**config.mk**
```make
export PLATFORM = sky130hd
export DESIGN_NAME = midi_timestamp_rx_parser_top
export DESIGN_NICKNAME = d
export VERILOG_FILES = /design/src/sv/mtrp_pkg.sv /design/src/sv/mtrp_core.sv /design/src/sv/midi_timestamp_rx_parser_top.sv
export SDC_FILE = /design/constraint.sdc
export NUM_CORES = 1
export LEC_CHECK = 0
export ABC_AREA = 1
export BUFFER_PORTS_ARGS = -buffer_cell sky130_fd_sc_hd__clkbuf_2
export CORE_MARGIN = 2
export CORE_UTILIZATION = 55
export CTS_CLUSTER_DIAMETER = 120
export DETAILED_ROUTE_END_ITERATION = 7
export GPL_TIMING_DRIVEN = 0
export PLACE_DENSITY = 0.78
export SETUP_SLACK_MARGIN = 0.05
export SYNTH_ARGS = -nofsm -noshare
export SYNTH_HDL_FRONTEND = slang
export SYNTH_SLANG_ARGS = --single-unit
export TNS_END_PERCENT = 20
```
**constraint.sdc**
```tcl
create_clock -name clk -period 6.1 [get_ports clk]
set_input_delay 0.915 -clock clk [delete_from_list [all_inputs] [get_ports clk]]
set_output_delay 0.915 -clock clk [all_outputs]
set_load 0.02 [all_outputs]
```
**src/sv/mtrp_pkg.sv**
```systemverilog
// Package with the byte codes, capture phase type and result type of the timestamp receive parser.
`timescale 1ns / 1ps

package mtrp_pkg;

	localparam logic [7:0] SUB_XOFF_CODE = 8'hF9;
	localparam logic [7:0] SUB_XON_CODE  = 8'hFD;
	localparam logic [7:0] XOFF_CODE     = 8'd19;
	localparam logic [7:0] XON_CODE      = 8'd17;
	localparam logic [7:0] SENSE_CODE    = 8'hFE;
	localparam logic [7:0] STAMP_CODE    = 8'hF5;
	localparam logic [7:0] CLKRST_CODE   = 8'hF4;

	localparam int unsigned RESTORE_MID_BIT = 6;
	localparam int unsigned RESTORE_LOW_BIT = 5;
	localparam int unsigned HIGH_TICK_BITS  = 5;
	localparam int unsigned TICK_W          = 16 + HIGH_TICK_BITS;
	localparam int unsigned CLICK_W         = 4;
	localparam int unsigned TIME_W          = 25;

	localparam logic [CLICK_W-1:0] CLICK_RESET = 4'd5;

	localparam logic KIND_MIDI  = 1'b0;
	localparam logic KIND_STAMP = 1'b1;

	typedef enum logic [1:0] {
		PH_IDLE,
		PH_LOW,
		PH_MID,
		PH_HIGH
	} phase_t;

	typedef struct packed {
		logic              valid;
		logic              kind;
		logic [7:0]        midi_byte;
		logic [TIME_W-1:0] time_ms;
	} result_t;

endpackage

```
**src/sv/mtrp_core.sv**
```systemverilog
// Capture state machine and decode of one registered byte into an optional result.
`timescale 1ns / 1ps

module mtrp_core (
	input  logic                          clk,
	input  logic                          arst_n,
	input  logic                          byte_take,
	input  logic [7:0]                    rx_byte_s1,
	input  logic [mtrp_pkg::CLICK_W-1:0]  click_ms,
	output mtrp_pkg::result_t             res
);

	mtrp_pkg::phase_t phase_q, phase_d;
	logic             is_stamp_q, is_stamp_d;
	logic [7:0]       low_byte_q, low_byte_d;
	logic [7:0]       mid_byte_q, mid_byte_d;
	logic [7:0]       mapped;
	logic [7:0]       b0, b1;
	logic [mtrp_pkg::TICK_W-1:0] ticks;
	logic [mtrp_pkg::TIME_W-1:0] product;

	always_ff @(posedge clk or negedge arst_n) begin
		if (!arst_n) begin
			phase_q    <= mtrp_pkg::PH_IDLE;
			is_stamp_q <= 1'b0;
			low_byte_q <= 8'd0;
			mid_byte_q <= 8'd0;
		end else begin
			phase_q    <= phase_d;
			is_stamp_q <= is_stamp_d;
			low_byte_q <= low_byte_d;
			mid_byte_q <= mid_byte_d;
		end
	end

	always_comb begin
		if (rx_byte_s1 == mtrp_pkg::SUB_XOFF_CODE) begin
			mapped = mtrp_pkg::XOFF_CODE;
		end else if (rx_byte_s1 == mtrp_pkg::SUB_XON_CODE) begin
			mapped = mtrp_pkg::XON_CODE;
		end else begin
			mapped = rx_byte_s1;
		end
	end

	always_comb begin
		b0 = low_byte_q | {mapped[mtrp_pkg::RESTORE_LOW_BIT], 7'd0};
		b1 = mid_byte_q | {mapped[mtrp_pkg::RESTORE_MID_BIT], 7'd0};
		ticks = {mapped[mtrp_pkg::HIGH_TICK_BITS-1:0], b1, b0};
		product = mtrp_pkg::TIME_W'(ticks) * mtrp_pkg::TIME_W'(click_ms);
	end

	always_comb begin
		phase_d       = phase_q;
		is_stamp_d    = is_stamp_q;
		low_byte_d    = low_byte_q;
		mid_byte_d    = mid_byte_q;
		res.valid     = 1'b0;
		res.kind      = mtrp_pkg::KIND_MIDI;
		res.midi_byte = 8'd0;
		res.time_ms   = '0;
		if (byte_take && (mapped != mtrp_pkg::SENSE_CODE)) begin
			unique case (phase_q)
				mtrp_pkg::PH_IDLE: begin
					if ((mapped == mtrp_pkg::STAMP_CODE) || (mapped == mtrp_pkg::CLKRST_CODE)) begin
						is_stamp_d = (mapped == mtrp_pkg::STAMP_CODE);
						phase_d    = mtrp_pkg::PH_LOW;
					end else begin
						res.valid     = 1'b1;
						res.midi_byte = mapped;
					end
				end
				mtrp_pkg::PH_LOW: begin
					low_byte_d = mapped;
					phase_d    = mtrp_pkg::PH_MID;
				end
				mtrp_pkg::PH_MID: begin
					mid_byte_d = mapped;
					phase_d    = mtrp_pkg::PH_HIGH;
				end
				mtrp_pkg::PH_HIGH: begin
					phase_d = mtrp_pkg::PH_IDLE;
					if (is_stamp_q) begin
						res.valid   = 1'b1;
						res.kind    = mtrp_pkg::KIND_STAMP;
						res.time_ms = product;
					end
				end
				default: begin
					phase_d = mtrp_pkg::PH_IDLE;
				end
			endcase
		end
	end

endmodule

```
**src/sv/midi_timestamp_rx_parser_top.sv**
```systemverilog
// Top level of the serial MIDI receive parser with timestamp decode.
//
//  Channel   Handshake            Payload
//  in        in_valid, in_stall   rx_byte[7:0]
//  out       out_valid, out_stall kind, midi_byte[7:0], time_ms[24:0]
//  config    cfg_wr_en            cfg_wr_data[3:0] (click_ms)
//
// A byte is registered when accepted and decoded from that register into the output register,
// so one byte is taken every cycle while the output is not stalled.
// The input register is the only buffer in front of the output register; in_stall rises
// only while both hold a transaction and the output is stalled.
// Reset clears the capture state and sets click_ms to five milliseconds.
`timescale 1ns / 1ps

module midi_timestamp_rx_parser_top (
	input  logic                               clk,
	input  logic                               arst_n,
	input  logic                               cfg_wr_en,
	input  logic [mtrp_pkg::CLICK_W-1:0]       cfg_wr_data,
	input  logic                               in_valid,
	output logic                               in_stall,
	input  logic [7:0]                         rx_byte,
	output logic                               out_valid,
	input  logic                               out_stall,
	output logic                               kind,
	output logic [7:0]                         midi_byte,
	output logic [mtrp_pkg::TIME_W-1:0]        time_ms
);

	logic [mtrp_pkg::CLICK_W-1:0] click_ms_q;
	logic                         valid_s1;
	logic [7:0]                   rx_byte_s1;
	logic                         out_valid_q;
	logic                         kind_q;
	logic [7:0]                   midi_byte_q;
	logic [mtrp_pkg::TIME_W-1:0]  time_ms_q;
	logic                         advance;
	logic                         in_take;
	mtrp_pkg::result_t            res;

	assign advance  = !out_valid_q || !out_stall;
	assign in_stall = valid_s1 && !advance;
	assign in_take  = in_valid && !in_stall;

	always_ff @(posedge clk or negedge arst_n) begin
		if (!arst_n) begin
			click_ms_q <= mtrp_pkg::CLICK_RESET;
		end else if (cfg_wr_en) begin
			click_ms_q <= cfg_wr_data;
		end
	end

	always_ff @(posedge clk or negedge arst_n) begin
		if (!arst_n) begin
			valid_s1 <= 1'b0;
		end else if (in_take) begin
			valid_s1 <= 1'b1;
		end else if (advance) begin
			valid_s1 <= 1'b0;
		end
	end

	always_ff @(posedge clk) begin
		if (in_take) begin
			rx_byte_s1 <= rx_byte;
		end
	end

	mtrp_core u_core (
		.clk        (clk),
		.arst_n     (arst_n),
		.byte_take  (valid_s1 && advance),
		.rx_byte_s1 (rx_byte_s1),
		.click_ms   (click_ms_q),
		.res        (res)
	);

	always_ff @(posedge clk or negedge arst_n) begin
		if (!arst_n) begin
			out_valid_q <= 1'b0;
		end else if (advance) begin
			out_valid_q <= res.valid;
		end
	end

	always_ff @(posedge clk) begin
		if (advance && res.valid) begin
			kind_q      <= res.kind;
			midi_byte_q <= res.midi_byte;
			time_ms_q   <= res.time_ms;
		end
	end

	assign out_valid = out_valid_q;
	assign kind      = kind_q;
	assign midi_byte = midi_byte_q;
	assign time_ms   = time_ms_q;

endmodule

```
**Word-level counts from Yosys, hierarchy flattened**

Cells that the tools add are included.

- Output and inout bits: 36
- Word-level logic and storage cells: 60
- Bits in registers: 67
- Bits of input ports: 17

- Equality and inequality tests: 9
- Multiplexer cells: 15
- Multipliers: 1
- Reduce and logical (&&, ||, !) cells: 20
- Bitwise gates (word level): 4

Operator list:

| operator | count |
|---|---|
| 25-bit two-way mux | 2 |
| 35-bit two-way mux | 1 |
| 8-bit == test, second input constant | 4 |
| 8-bit two-way mux | 4 |
| 21-bit by 4-bit multiplier with 25-bit output | 1 |
| 8-bit OR | 2 |
| 8-bit != test, second input constant | 1 |
| 2-bit case mux with 4 select lines | 1 |
| 2-bit AND reduction | 4 |
| 3-bit AND reduction | 2 |
| 1-bit logical AND | 5 |
| 2-bit == test, second input constant | 2 |
| 1-bit logical NOT | 4 |
| 1-bit two-way mux | 4 |
| 2-bit two-way mux | 2 |
| 3-bit OR reduction | 1 |
| 2-bit by 1-bit == test with 1-bit output, second input constant | 1 |
| 2-bit logical NOT | 1 |
| 1-bit logical OR | 2 |
| 2-bit by 1-bit != test with 1-bit output, second input constant | 1 |
| 1-bit NOT | 2 |
| 1-bit case mux with 2 select lines | 1 |
| 2-bit nonzero test | 1 |

**Depth between registers and ports, before layout**

Gate-level depths: netlist (run 1).

- Word-level depth: 9
- Depth in mapped cells: 23
- Gate-level depth less buffers: 23

**Hierarchy**

A second synthesis (run 1) with hierarchy kept.

- Cells, all modules: 773
- Area, all modules: 5754.3 µm²

By module, submodules not included:

| module | area an instance (µm²) | instances | cells an instance | sequential area each (µm²) |
|---|---|---|---|---|
| mtrp_core | 4240.3 | 1 | 700 | 475.5 |
| midi_timestamp_rx_parser_top | 1514.0 | 1 | 73 | 1413.9 |

**Worst setup path after synthesis (run 1)**

No wires, ideal clock.

- Path type: register -> register
- Start point: register rx_byte_s1[4]
- End point: register time_ms_q (netlist bit time_ms[19]) (data pin)
- Required time: 5.850 ns
- Arrival time: 3.329 ns
- Path slack: 2.521 ns
- Library setup time: 0.250 ns
- Period minus slack after synthesis: 3.579 ns
- Path buffers: 0
- Stages on the path, launching flop included: 22
- Cell sequence: edfxtp_1 -> nand2_2 -> nor2_4 -> nand3_1 -> inv_1 -> nand2_2 -> a21oi_1 -> nor2_1 -> fa_1 -> inv_1 -> fa_1 -> inv_1 -> ha_1 -> nand2_1 -> nor2_1 -> nand2_1 -> nor2_1 -> nand2_1 -> nand3_1 -> nand2_1 -> inv_1 -> nor2_1

- Cells in the longest elaborated chain, start to end: 6
- Elaborated cells between the ends (all ways): 10
- Those cells by class: mul: 1; eq/ne: 3; mux: 2; bitwise: 2; reduce/logical: 2

RTL lines:

| what | RTL line | RTL |
|---|---|---|
| start, declared | midi_timestamp_rx_parser_top.sv:32 | `logic [7:0] rx_byte_s1;` |
| start signal, assigned | midi_timestamp_rx_parser_top.sv:65 | `rx_byte_s1 <= rx_byte;` |
| 8-bit == test | mtrp_core.sv:39 | `end else if (rx_byte_s1 == mtrp_pkg::SUB_XON_CODE) begin` |
| 8-bit two-way mux | mtrp_core.sv:39 |  |
| 8-bit two-way mux (*) | mtrp_core.sv:37 | `if (rx_byte_s1 == mtrp_pkg::SUB_XOFF_CODE) begin` |
| branches (longest 3 deep; another with 21-bit by 4-bit multiplier with 25-bit output) | n/a |  |
| end signal, assigned | midi_timestamp_rx_parser_top.sv:90 | `time_ms_q <= res.time_ms;` |
| end, declared | midi_timestamp_rx_parser_top.sv:36 | `logic [mtrp_pkg::TIME_W-1:0] time_ms_q;` |

Mark *: on every way between the ends.
A chain may end at the register's enable or synchronous reset.

**Final worst setup path (run 1)**

- Start point: register rx_byte_s1[4]
- End point: register time_ms_q (netlist bit time_ms[20]) (data pin)

The elaborated chain is that of the path after synthesis.

==> results of run 1 <==
power breakdown:
part           switching (mW)  leakage (nW)  internal [mW]
Sequential             0.0917         0.709          0.626
Clock                   0.207         0.106          0.196
Combinational           0.940          2.89          0.494
Total                    1.24          3.71           1.32
critical path: stages, from the launching register on:
cell and delay [ns]:
edfxtp_1 0.51, nand2_2 0.10, nor2_4 0.14, nand3_1 0.07, inv_1 0.08, nand2_2 0.09
a21oi_1 0.30, nor2_1 0.12, fa_1 0.54, inv_1 0.05, fa_1 0.54, inv_1 0.04
ha_1 0.35, nand2_1 0.10, nor2_1 0.36, nand2_1 0.17, nand2_1 0.09, nand2_1 0.06
nand3_1 0.07, nand2_1 0.05, inv_1 0.05, nor2_1 0.04
final cells by class:
| type | count | area share, % |
|---|---|---|
| Timing Repair Buffer | 52 | 4.03 |
| Clock inverter | 7 | 1.24 |
| Clock buffer | 9 | 1.92 |
| Multi-Input combinational cell | 513 | 48.1 |
| Inverter | 193 | 11.3 |
| Sequential cell | 67 | 29.3 |
| Tap cell | 136 | 2.64 |
| Buffer | 13 | 1.44 |
kinds of logic (layout without fill, tap and decap cells):
| logic type | after synthesis | in the layout | synth area share [%] |
|---|---|---|---|
| flip-flops | 67 | 67 | 32.5 |
| AO/OA/AOI/OAI | 51 | 51 | 4.95 |
| adder cells (fa/ha/maj) | 72 | 72 | 20.4 |
| AND/OR/NAND/NOR | 387 | 387 | 27.6 |
| buffers and inverters | 206 | 274 | 14.1 |
| XOR/XNOR | 3 | 3 | 0.452 |
Yosys cell counts (all sizes together):
cell type    n
and2         2
nand3b       1
nor3         2
a21oi       23
nand4        9
or2          2
dfstp        2
buf          6
o21ai       27
ha          34
o31ai        1
dfrtp       23
xor2         3
fa          38
nor2        76
inv        193
clkbuf       7
nand3       22
nand2      273
edfxtp      42
layer usage:
| metal | vias to the layer above | wire length, um |
|---|---|---|
| met1 | 2119 | 5360 |
| met4 | 0 | 345 |
| met3 | 27 | 547 |
| li1 | 2467 | - |
| met2 | 141 | 5740 |
| met5 | - | 0 |
layout by cell type, fill, tap and decap left out, types with 3 or more instances in the layout:
cell / count
edfxtp_1: 42
dfrtp_1: 23
o21ai_2: 7
clkbuf_2: 52
inv_6: 5
xor2_1: 3
nand4_1: 8
nor2_1: 74
buf_4: 3
a21oi_1: 22
fa_1: 38
inv_1: 191
nand3_1: 22
clkbuf_8: 9
o21ai_0: 19
clkbuf_1: 7
nand2_2: 8
ha_1: 34
nand2_1: 262
state kept, by name, summed over array words and instances, names as in the netlist:
| register | cells |
|---|---|
| u_core.low_byte_q | 8 |
| valid_s1 | 1 |
| u_core.phase_q | 2 |
| u_core.is_stamp_q | 1 |
| midi_byte | 8 |
| rx_byte_s1 | 8 |
| u_core.mid_byte_q | 8 |
| time_ms | 25 |
| click_ms_q | 4 |
| kind | 1 |
| out_valid | 1 |
path summary, 6_finish.rpt:
check	slack, ns	start	cells after the start	end
max	1.94	rx_byte_s1[4]$_DFFE_PP_	21	time_ms[20]$_SDFFCE_PN0P_
min	0.50	u_core.mid_byte_q[7]$_DFFE_PN0P_	2	u_core.mid_byte_q[7]$_DFFE_PN0P_
max reg2reg	1.94	rx_byte_s1[4]$_DFFE_PP_	21	time_ms[20]$_SDFFCE_PN0P_
min reg2reg	0.50	u_core.mid_byte_q[7]$_DFFE_PN0P_	2	u_core.mid_byte_q[7]$_DFFE_PN0P_
max in group asynchronous	5.11	arst_n	1	u_core.mid_byte_q[4]$_DFFE_PN0P_
min in group asynchronous	0.56	arst_n	1	u_core.mid_byte_q[1]$_DFFE_PN0P_
==> flow_summary.toml, run 1 <==
[synthesis]
yosysWarnings = 0
syn_nets = 875
netlist_area_sq_um = 5820
synthTopCellsByArea = "edfxtp_1 (22%), nand2_1 (17%), fa_1 (13%)"
yosysTopAreaCell = "edfxtp_1"
synth_cell_types = 33
ys_ff_latch = 67
ys_seq_area_share_pct = 32.5
syn_inst = 786
synth.avg_cell_area_sq_um = 7.40
synth_top_area_share_pct = 21.7

[flow_run]
cap_violations = 0

[global_routing]
grt_util_met1_pct = 29.1
grt_pass1_vias = 4596
busiest_layer = "met2"
antenna_found_initial = 0
grt_pass1_wl_um = 20600
grt.met2_usage_pct = 40.2
use_met3_pct = 3.65
grt_max_degree = 35
grtUsageTotal_pct = 23.2
grt_overflow = 0

[clocking]
cts_setup_buffers = 0
clockBufferDepth = 2
h-tree-depth = 3
clk_pin_slew_worst_paths_ns = 0.08
cts_tree = "done"
cts_buffers = 9
cts_resized = 0
cts_root_buffer = "clkbuf_8"
clock-sinks = 67
cts_hold_buf = 0
clock_latency_ns = 0.36

[floorplanning]
rows = 37
die_area_sq_um = 11400
core_sq_um = 10300
die_height_um = 107
start_util_pct = 56.6
io_pins = 53
die_w_um = 107

[sta]
worst_pin_slew_ns = 1.27
slew_viol_final = 0
final.setup_skew_ns = 0.0159
fmax_mhz = 240
slew_headroom_pct = 15.0
rsz0062_at_grt = "false"
hold_ws_ns = 0.505
fin_setup_tns_ns = 0
fin_ws_ns = 1.94
setup_viol = 0
hold_viol_final = 0
finalCritPeriodShare_pct = 68.2
fin_crit_ns = 4.16

[finish]
stdcell_area_sq_um = 6450
final_util_pct = 62.8
fillerInstances = 957
layout.nets = 938
layout-drive-gt1-share_pct = 11.9
multi_input_comb_area_sq_um = 3110
antenna_cells = 0
instances_no_fill = 990
seqCellArea_sq_um = 1890
area_delta_synth_final_pct = 10.9

[drt]
via_per_inst = 4.80
drc = 0
firstDrtPassIters = 5
postRouteWirelength_um = 12000
wl_per_cell_um = 12.1
vias = 4754
ant_nets = 0
drtIter0Drc = 271

[placed_design]
dpl.hpwl_um = 9630
post-place-ws_ns = 1.95
placedCellCount = 974
gp_congestion = 0.915
portBuffers = 52
place_area_sq_um = 6250

[power]
leakagePower_nw = 3.71
power_mw = 2.56
power.density_nw_per_um2 = 396
ir_drop_uv = 356

[worst_setup_path]
cp-end-kind = "register"
cp-start-kind = "register"
path_max_fanout = 7
required_ns = 6.22
worstPathArrival_ns = 4.28
worstSetupPathType = "register to register"

[run_status]
status = "complete, no violations"

[worst_hold_path]
hold_path_class = "register to register"
Note: power is estimated with default switching activity, not from simulation.
==> inputs of run 2 (changes only) <==
- clock period: 6.1 -> 4.1 ns (I/O delays scaled with it)
==> flow_summary.toml, run 2 (synthesized netlist as in run 1, its figures left out) <==
[run_status]
status = "complete, no violations"

[sta]
fin_crit_ns = 3.81
worst_pin_slew_ns = 1.28
fmax_mhz = 263
setup_viol = 0
rsz0062_at_grt = "true"
fin_setup_tns_ns = 0
finalCritPeriodShare_pct = 92.8
final.setup_skew_ns = 0.0162
slew_headroom_pct = 14.4
hold_viol_final = 0
hold_ws_ns = 0.256
slew_viol_final = 0

[worst_setup_path]
cp-end-kind = "register"
worstSetupPathType = "register to register"
cp-start-kind = "register"
worstPathArrival_ns = 3.93
path_max_fanout = 7
ff2ff_setup_slack_ns = 0.29
required_ns = 4.23

[drt]
vias = 4804
drc = 0
firstDrtPassIters = 5
ant_nets = 0
wl_per_cell_um = 12.3
drtIter0Drc = 252
postRouteWirelength_um = 12200
via_per_inst = 4.84

[finish]
largest_reg_flops = 25
antenna_cells = 0
layout.nets = 941
layout_commonest_cell = "nand2_1"
final_cell_mix = "nand2_1 (259), inv_1 (191), nor2_1 (68)"
area_delta_synth_final_pct = 13.2
instances_no_fill = 993
layout-drive-gt1-share_pct = 14.7

[global_routing]
grt_pass1_vias = 4616
grtUsageTotal_pct = 23.3
grt_overflow = 0
antenna_found_initial = 0
grt_max_degree = 35
grt_pass1_wl_um = 20700

[floorplanning]
start_util_pct = 56.6
die_area_sq_um = 11400
die_w_um = 107
rows = 37
core_sq_um = 10300
die_height_um = 107
io_pins = 53

[placed_design]
gp_congestion = 0.915
placedCellCount = 974
dpl.hpwl_um = 9630
portBuffers = 52

[clocking]
h-tree-depth = 3
clk_pin_slew_worst_paths_ns = 0.09
cts_root_buffer = "clkbuf_8"
cts_buffers = 9
clockBufferDepth = 2
clock_latency_ns = 0.37
cts_tree = "done"
cts_hold_buf = 0
clock-sinks = 67

[power]
power.density_nw_per_um2 = 594
leakagePower_nw = 3.74
power_mw = 3.92
ir_drop_uv = 533

[flow_run]
cap_violations = 0

[worst_hold_path]
hold_path_class = "primary input to async pin"
-- run 2: changes by cell type in the layout (fill, tap and decap cells not counted), sizes merged --
| cell | before | now |
|---|---|---|
| clkbuf | 68 | 67 |
| buf | 6 | 10 |
-- run 2: final cells by class --
class / count / area [sq um]
Tap cell: 136 / 170
Sequential cell: 67 / 1890
Fill cell: 940 / 3690
Clock inverter: 7 / 80.1
Timing Repair Buffer: 57 / 298
Multi-Input combinational cell: 513 / 3210
Buffer: 11 / 88.8
Clock buffer: 9 / 124
Inverter: 193 / 729
-- run 2: per-stage QoR --
| stage | cell area, sq um | worst slack (ns) | utilization (%) |
|---|---|---|---|
| CTS | 6460 | 0.0813 | 62.9 |
| global placement | 6250 | -0.0289 | 60.8 |
| detailed placement | 6250 | -0.0509 | 60.8 |
| finish | 6590 | 0.294 | 64.1 |
| floorplan | 5820 | 0.521 | - |
| global route | 6590 | -0.00105 | 64.1 |
-- run 2: what timing repair did --
item	CTS	global route
buffers inserted	0	5
pin swaps	0	2
endpoints found under the setup margin	9	16
resized for setup	3	25
-- run 2: final timing paths --
check | from | to | cells past startpoint
setup / recovery | rx_byte_s1[4]$_DFFE_PP_ | time_ms[21]$_SDFFCE_PN0P_ | 22
hold / removal | arst_n | u_core.mid_byte_q[1]$_DFFE_PN0P_ | 1
setup reg to reg | rx_byte_s1[4]$_DFFE_PP_ | time_ms[21]$_SDFFCE_PN0P_ | 22
hold reg to reg | u_core.is_stamp_q$_DFFE_PN0P_ | u_core.is_stamp_q$_DFFE_PN0P_ | 2
max in group asynchronous | arst_n | u_core.mid_byte_q[4]$_DFFE_PN0P_ | 1
min in group clk | rx_byte[5] | rx_byte_s1[5]$_DFFE_PP_ | 1
-- run 2: worst max-delay path, cell delays in order, from the launching register on --
cell and delay [ns]:
edfxtp_1 0.45, nand2_2 0.11, nor2_4 0.05, nand3_1 0.06, inv_1 0.07, nand2_4 0.12
inv_1 0.10, a21oi_4 0.19, nor2_1 0.09, fa_1 0.51, inv_1 0.06, fa_1 0.53
inv_1 0.04, ha_2 0.37, nand2_1 0.12, nor2_2 0.13, inv_1 0.06, nor2_1 0.12
nand3_1 0.15, nand3_1 0.12, nand2_1 0.06, inv_1 0.05, nor2_1 0.04
-- run 2: power by group --
part | total (mW) | internal, mW | switching, mW
clock | 0.603 | 0.291 | 0.311
combinational | 2.23 | 0.781 | 1.45
sequential | 1.08 | 0.932 | 0.146
total | 3.92 | 2.00 | 1.91
-- run 2: metal layers --
metal | GRT usage, % | share of wire, % | up-vias
li1 | - | - | 2469
met1 | 28.8 | 45 | 2180
met2 | 40.7 | 48 | 122
met3 | 3.65 | 3.9 | 33
met4 | 9.37 | 3.1 | 0
met5 | 0 | 0 | -
==> inputs of run 3 (changes only) <==
- CORE_UTILIZATION: 55 -> 40
- PLACE_DENSITY: 0.78 -> 0.6
==> flow_summary.toml, run 3 (synthesized netlist as in run 1, its figures left out) <==
[worst_setup_path]
cp-start-kind = "register"
worstPathArrival_ns = 3.91
cp-end-kind = "register"
path_max_fanout = 7
required_ns = 4.20
worstSetupPathType = "register to register"

[drt]
dr_wl_met2_um = 5710
postRouteWirelength_um = 12500
met1_length_um = 5960
via_per_inst = 4.54
ant_nets = 0
drc = 0
vias = 4727
wl_met3_um = 437
drtIter0Drc = 194
top_layer_used = "met4"
wl_per_cell_um = 12.0
firstDrtPassIters = 4

[finish]
stdcell_area_sq_um = 6730
antenna_cells = 0
layout.nets = 942
layout_commonest_cell = "nand2_1"
fillerInstances = 1446
largest_reg_flops = 25
area_delta_synth_final_pct = 15.8
final_cell_mix = "nand2_1 (261), inv_1 (190), nor2_1 (69)"
layout-drive-gt1-share_pct = 14.2

[clocking]
clock-sinks = 67
cts_root_buffer = "clkbuf_16"
cts_hold_buf = 0
cts_tree = "done"
clockBufferDepth = 2
h-tree-depth = 3
clk_pin_slew_worst_paths_ns = 0.06
clock_latency_ns = 0.35
cts_buffers = 9

[power]
leakagePower_nw = 3.77
power.density_nw_per_um2 = 602
ir_drop_uv = 282

[placed_design]
place_area_sq_um = 6310
gp_congestion = 0.904
dpl.hpwl_um = 10200
portBuffers = 52

[sta]
final.setup_skew_ns = 0.0143
slew_headroom_pct = 58.3
worst_pin_slew_ns = 0.626
finalCritPeriodShare_pct = 92.9
setup_viol = 0
fin_setup_tns_ns = 0
hold_ws_ns = 0.271
rsz0062_at_grt = "false"
slew_viol_final = 0
fin_crit_ns = 3.81
fmax_mhz = 263
hold_viol_final = 0

[floorplanning]
die_area_sq_um = 15500
core_sq_um = 14400
io_pins = 53
rows = 44
die_height_um = 125
start_util_pct = 40.5
die_w_um = 125

[flow_run]
cap_violations = 0

[global_routing]
grtUsageTotal_pct = 17.5
grt_pass1_vias = 4704
grt_max_degree = 35
antenna_found_initial = 0
grt_overflow = 0
grt_pass1_wl_um = 21800

[run_status]
status = "complete, no violations"

[worst_hold_path]
hold_path_class = "primary input to async pin"
-- run 3: area by class of cell --
type	count	area [sq um]	share of cell area, %
clock inverters	5	62.6	0.929
repair buffers	58	318	4.72
flip-flops and latches	67	1890	28.1
multi-input cells	513	3180	47.3
plain buffers	11	88.8	1.32
clock buffers	11	233	3.46
well taps	184	230	3.42
inverters	193	729	10.8
-- run 3: worst paths after layout --
| path | to | cells after the start | start | slack [ns] |
|---|---|---|---|---|
| setup reg to reg | time_ms[21]$_SDFFCE_PN0P_ | 22 | rx_byte_s1[4]$_DFFE_PP_ | 0.29 |
| hold / removal | u_core.mid_byte_q[4]$_DFFE_PN0P_ | 1 | arst_n | 0.27 |
| setup / recovery | time_ms[21]$_SDFFCE_PN0P_ | 22 | rx_byte_s1[4]$_DFFE_PP_ | 0.29 |
| min in group clk | rx_byte_s1[4]$_DFFE_PP_ | 1 | rx_byte[4] | 0.44 |
| max in group asynchronous | click_ms_q[1]$_DFFE_PN0P_ | 1 | arst_n | 3.41 |
| hold reg to reg | out_valid$_DFFE_PN0N_ | 2 | out_valid$_DFFE_PN0N_ | 0.53 |
-- run 3: repair_timing --
| action | 4_1_cts | 5_1_grt |
|---|---|---|
| endpoints found under the setup margin | 12 | 16 |
| pin swaps | 0 | 3 |
| resized for setup | 2 | 21 |
| gates cloned | 0 | 0 |
| buffers inserted | 0 | 5 |
-- run 3: metal layers --
metal	GRT usage [%]	up-vias
met2	28.5	86
li1	-	2484
met4	7.47	0
met5	0	-
met1	22.6	2129
met3	3.61	28
-- run 3: critical path: stages (launching register included) --
cell      delay (ns)
edfxtp_1        0.43
nand2_2         0.11
nor2_4          0.05
nand3_1         0.06
inv_1           0.07
nand2_4         0.13
inv_1           0.09
a21oi_4         0.19
nor2_1          0.08
fa_1            0.50
inv_1           0.05
fa_1            0.54
inv_1           0.05
ha_2            0.37
nand2_1         0.11
nor2_1          0.15
inv_1           0.07
nor2_1          0.12
nand3_1         0.14
nand3_1         0.12
nand2_1         0.05
inv_1           0.05
nor2_1          0.03
-- run 3: per-stage QoR --
stage	instances	util (%)	total power, mW	setup WS (ns)
6_report	1042	46.9	4.05	0.293
5_1_grt	1042	46.9	4.50	0.0249
4_1_cts	1038	46.0	4.03	-0.0650
3_5_place_dp	1022	43.9	3.22	-0.0621
3_3_place_gp	1022	43.9	3.20	-0.0545
2_1_floorplan	786	-	2.71	0.521
-- run 3: power by group --
group | internal, mW | leakage, nW | switching, mW
Sequential | 0.930 | 0.709 | 0.148
Combinational | 0.777 | 2.93 | 1.43
Clock | 0.474 | 0.136 | 0.299
